### src/sv/min_priority_queue_core_macros.svh
// Assertion macros for the priority queue core.
// Both forms are clocked on the rising edge and disabled while reset is low.
`ifndef MIN_PRIORITY_QUEUE_CORE_MACROS_SVH
`define MIN_PRIORITY_QUEUE_CORE_MACROS_SVH
`ifndef SYNTH
// same-cycle implication
`define MPQ_ASSERT_IMP(label, clk, rst_n, ante, cons, msg) \
    label: assert property (@(posedge clk) disable iff (!rst_n) (ante) |-> (cons)) \
        else $error(msg);
// next-cycle implication
`define MPQ_ASSERT_NXT(label, clk, rst_n, ante, cons, msg) \
    label: assert property (@(posedge clk) disable iff (!rst_n) (ante) |=> (cons)) \
        else $error(msg);
`else
`define MPQ_ASSERT_IMP(label, clk, rst_n, ante, cons, msg)
`define MPQ_ASSERT_NXT(label, clk, rst_n, ante, cons, msg)
`endif
`endif

### src/sv/mpq_pkg.sv
`timescale 1ns / 1ps
package mpq_pkg;

    localparam int CAPACITY = 64;
    localparam int CNT_W    = $clog2(CAPACITY + 1);
    localparam int KEY_W    = 32;
    localparam int VAL_W    = 32;

    typedef enum logic
    {
        ACT_PUSH = 1'b0,
        ACT_POP  = 1'b1
    } action_t;

    typedef enum logic [1:0]
    {
        ST_OK         = 2'd0,
        ST_POP_EMPTY  = 2'd1,
        ST_PUSH_FULL  = 2'd2
    } status_t;

    typedef struct packed
    {
        logic [KEY_W-1:0] key;
        logic [VAL_W-1:0] value;
    } entry_t;

    // what one cell hands to its right neighbor
    typedef struct packed
    {
        entry_t data;
        logic   shift;
    } link_t;

    // per-cell control from the top level
    typedef struct packed
    {
        logic push;
        logic pop;
        logic occ;
        logic at_tail;
    } cell_ctrl_t;

endpackage

### src/sv/mpq_cell.sv
`timescale 1ns / 1ps
module mpq_cell
(
    input  logic               clk,
    input  mpq_pkg::cell_ctrl_t ctrl,
    input  mpq_pkg::entry_t    new_entry,
    input  mpq_pkg::link_t     left,
    input  mpq_pkg::entry_t    right,
    output mpq_pkg::link_t     out
);

    mpq_pkg::entry_t data_reg;
    mpq_pkg::entry_t data_next;
    logic            moves;

    // Slot lies at or past the insertion point: held key strictly greater
    // (ties stay ahead), or the first free slot.
    assign moves = ctrl.occ ? (data_reg.key > new_entry.key) : ctrl.at_tail;

    always_comb
    begin
        data_next = data_reg;
        if (ctrl.push && moves)
        begin
            data_next = left.shift ? left.data : new_entry;
        end
        else if (ctrl.pop)
        begin
            data_next = right;
        end
    end

    always_ff @(posedge clk)
    begin
        data_reg <= data_next;
    end

    assign out = '{data: data_reg, shift: moves};

endmodule
### config.mk
export PLATFORM = sky130hd
export DESIGN_NAME = mpq_cell
export DESIGN_NICKNAME = d
export VERILOG_FILES = /design/src/sv/min_priority_queue_core_macros.svh /design/src/sv/mpq_pkg.sv /design/src/sv/mpq_cell.sv
export SDC_FILE = /design/constraint.sdc
export NUM_CORES = 1
export LEC_CHECK = 0
export BUFFER_PORTS_ARGS = -buffer_cell sky130_fd_sc_hd__buf_4
export CAP_MARGIN = 20
export CORE_MARGIN = 4
export CORE_UTILIZATION = 48
export DETAILED_ROUTE_END_ITERATION = 10
export GPL_ROUTABILITY_DRIVEN = 1
export PLACE_DENSITY = 0.87
export SYNTH_ARGS = -nofsm -noshare
export SYNTH_HDL_FRONTEND = slang
export SYNTH_SLANG_ARGS = --single-unit
### constraint.sdc
create_clock -name clk -period 9.95 [get_ports clk]
set_input_delay 0.995 -clock clk [delete_from_list [all_inputs] [get_ports clk]]
set_output_delay 0.995 -clock clk [all_outputs]
set_load 0.01 [all_outputs]
==> metrics.cfg <==
[place]
place_area_sq_um=6480
place.gp.congestion=0.840
port_buffers=262
place_hpwl_mm=10.8
pre_cts_ws_ps=5880

[detailed_routing]
dr.pass1.iters=4
viasPerCell=5.24
ant_nets=0
drcViolationCount=0
wl_mm=13.4
vias=3852
drt_iter0_markers=140
post_drt_wl_per_cell_um=18.2

[global_route]
grt_pass1_wl_mm=20.5
grt_max_degree=96
grt.overflow.total=0
grt_use_total_pct=23.4
grt_pass1_vias=4146
antenna_found_initial=0

[logic_synthesis]
synth_top_area_share_pct=42.4
syn_inst=364
synth-seq-area-share_pct=42.4
yosysTopAreaCell=edfxtp_1
async_flop_share_pct=0
synth-edff-count=64
yosysUniqueCellTypes=32
ys_ff_latch=64
synth_area_per_cell_sq_um=12.5
synth_nets=594
synth-main-ff-cell=edfxtp_1
netlist_area_sq_um=4530
yosysWarningCount=0
synth.area.top_cells=edfxtp_1 (42%), mux2_4 (16%), ha_1 (8.8%)

[sta]
slew_viol_final=0
hold_ws_ps=941
rsz0062_at_grt=false
finalSetupViolations=0
worst_pin_slew_ps=1090
min_period_ps=3740
setup_tns_ps=0
relSlewSlack_pct=27.2
final_hold_viol_count=0
worst_slack_ps=6210
fmax_mhz=267
fin_crit_sh_pct=37.6
skew_ps=14.3

[cts]
hold_buffers=0
clk_latency_ps=340
cts_resized=0
htree_levels=3
cts_tree=built
cts.sinks=64
cts_buffers=9
cts_setup_buffers=0
clock_path_buffers=2
cts_root_buffer=clkbuf_8
clk_pin_slew_ps=80

[critical_path]
crit_type=input port to primary output
end_kind=primary output
critPathLaunchType=input port
worstPathArrival_ps=2740
worstPathRequired_ps=8960
critical_path.max_fanout=3

[finish]
layout-drive-gt1-share_pct=59.0
fillerInstances=654
fin_nets=850
insertedDiodeCount=0
fin_area_sq_um=6670
multi_input_area_sq_um=2310
register_area_sq_um=1920
largest_reg_flops=64
area_growth_pct=47.1

[min_path]
hold_class=input port to register

[flow_run]
drv_cap=0

[power_and_ir_drop]
ir_drop_mv=0.0651
total_leakage_power_nw=3.20
total_power_mw=0.828
powerDensity_nw_per_um2=124

[floorplan]
io_pins=263
die_x_um=105
die_area_sq_um=11100
core_sq_um=9200
row_count=35
die_y_um=105
start_util_pct=49.3

[outcome]
status=complete, no violations

-- placed cells by master (no fill, tap or decap), types with 2 or more instances in the layout --
cell type  netlist  layout
a21o_1           2       2
a21oi_1         14      14
a221o_1          2       2
buf_4            2     264
clkbuf_8         0       9
clkinv_2         0       3
edfxtp_1        64      64
ha_1            32      32
inv_1           34      34
mux2_1          15      15
mux2_2          33      33
mux2_4          49      49
nand2_1         39      39
nand3_1          4       4
nand4_1          7       7
nor3_1           2       2
o21ai_0         35      35
-- power breakdown --
| part | leakage (nW) | internal [mW] | switching (mW) |
|---|---|---|---|
| logic | 2.47 | 0.153 | 0.109 |
| registers | 0.636 | 0.334 | 0.0130 |
| clock network | 0.0948 | 0.113 | 0.105 |
| total | 3.20 | 0.601 | 0.227 |
-- synthesized netlist by cell type, drive strengths merged (4+ instances only) --
| cell | count |
|---|---|
| mux2 | 97 |
| edfxtp | 64 |
| nand2 | 39 |
| o21ai | 36 |
| inv | 34 |
| ha | 32 |
| a21oi | 14 |
| buf | 11 |
| clkbuf | 8 |
| nand4 | 8 |
| nand3 | 4 |
-- path summary, 6_finish.rpt --
check | end | start | cells after the start | slack [ps]
worst min-delay path | out[14] | right[13] | 2 | 940
worst max register to register | out[64] | out[60] | 8 | 6560
worst min register to register | out[19] | out[64] | 5 | 1760
worst max-delay path | out[0] | new_entry[62] | 10 | 6210
-- cell type report --
class,instances,share of cell area (%)
Multi-Input combinational cell,247,34.7
Inverter,34,1.91
Timing Repair Buffer,264,29.7
Clock buffer,9,1.86
Sequential cell,64,28.8
Clock inverter,6,0.919
Tap cell,111,2.08
-- worst max-delay path, stage by stage --
cell,delay (ps)
buf_4,80
inv_1,50
ha_1,330
a21oi_1,170
nand2_1,80
a221o_1,390
a211oi_4,280
nand2_1,80
a21o_1,160
buf_4,140
-- metal layers --
metal  vias up  wire (um)  GRT usage, %
met2       177       7160          42.6
met5         -          0             0
li1       1842          -             -
met4         0        422          10.1
met1      1804       4610          23.8
met3        29       1190          8.52
-- stage by stage --
step	instances	utilization [%]
floorplan	364	-
finish	735	72.5
global placement	720	70.5
detailed placement	720	70.5
CTS	735	72.5
global route	735	72.5
-- cells by family after synthesis --
logic type,after synthesis,share of synthesized area (%)
fa+ha+maj,32,8.83
flops,64,42.4
buf+inv,53,6.60
mux,97,28.2
simple gates,60,6.32
compound gates,58,7.70
Power figures use the tool's default switching activity.
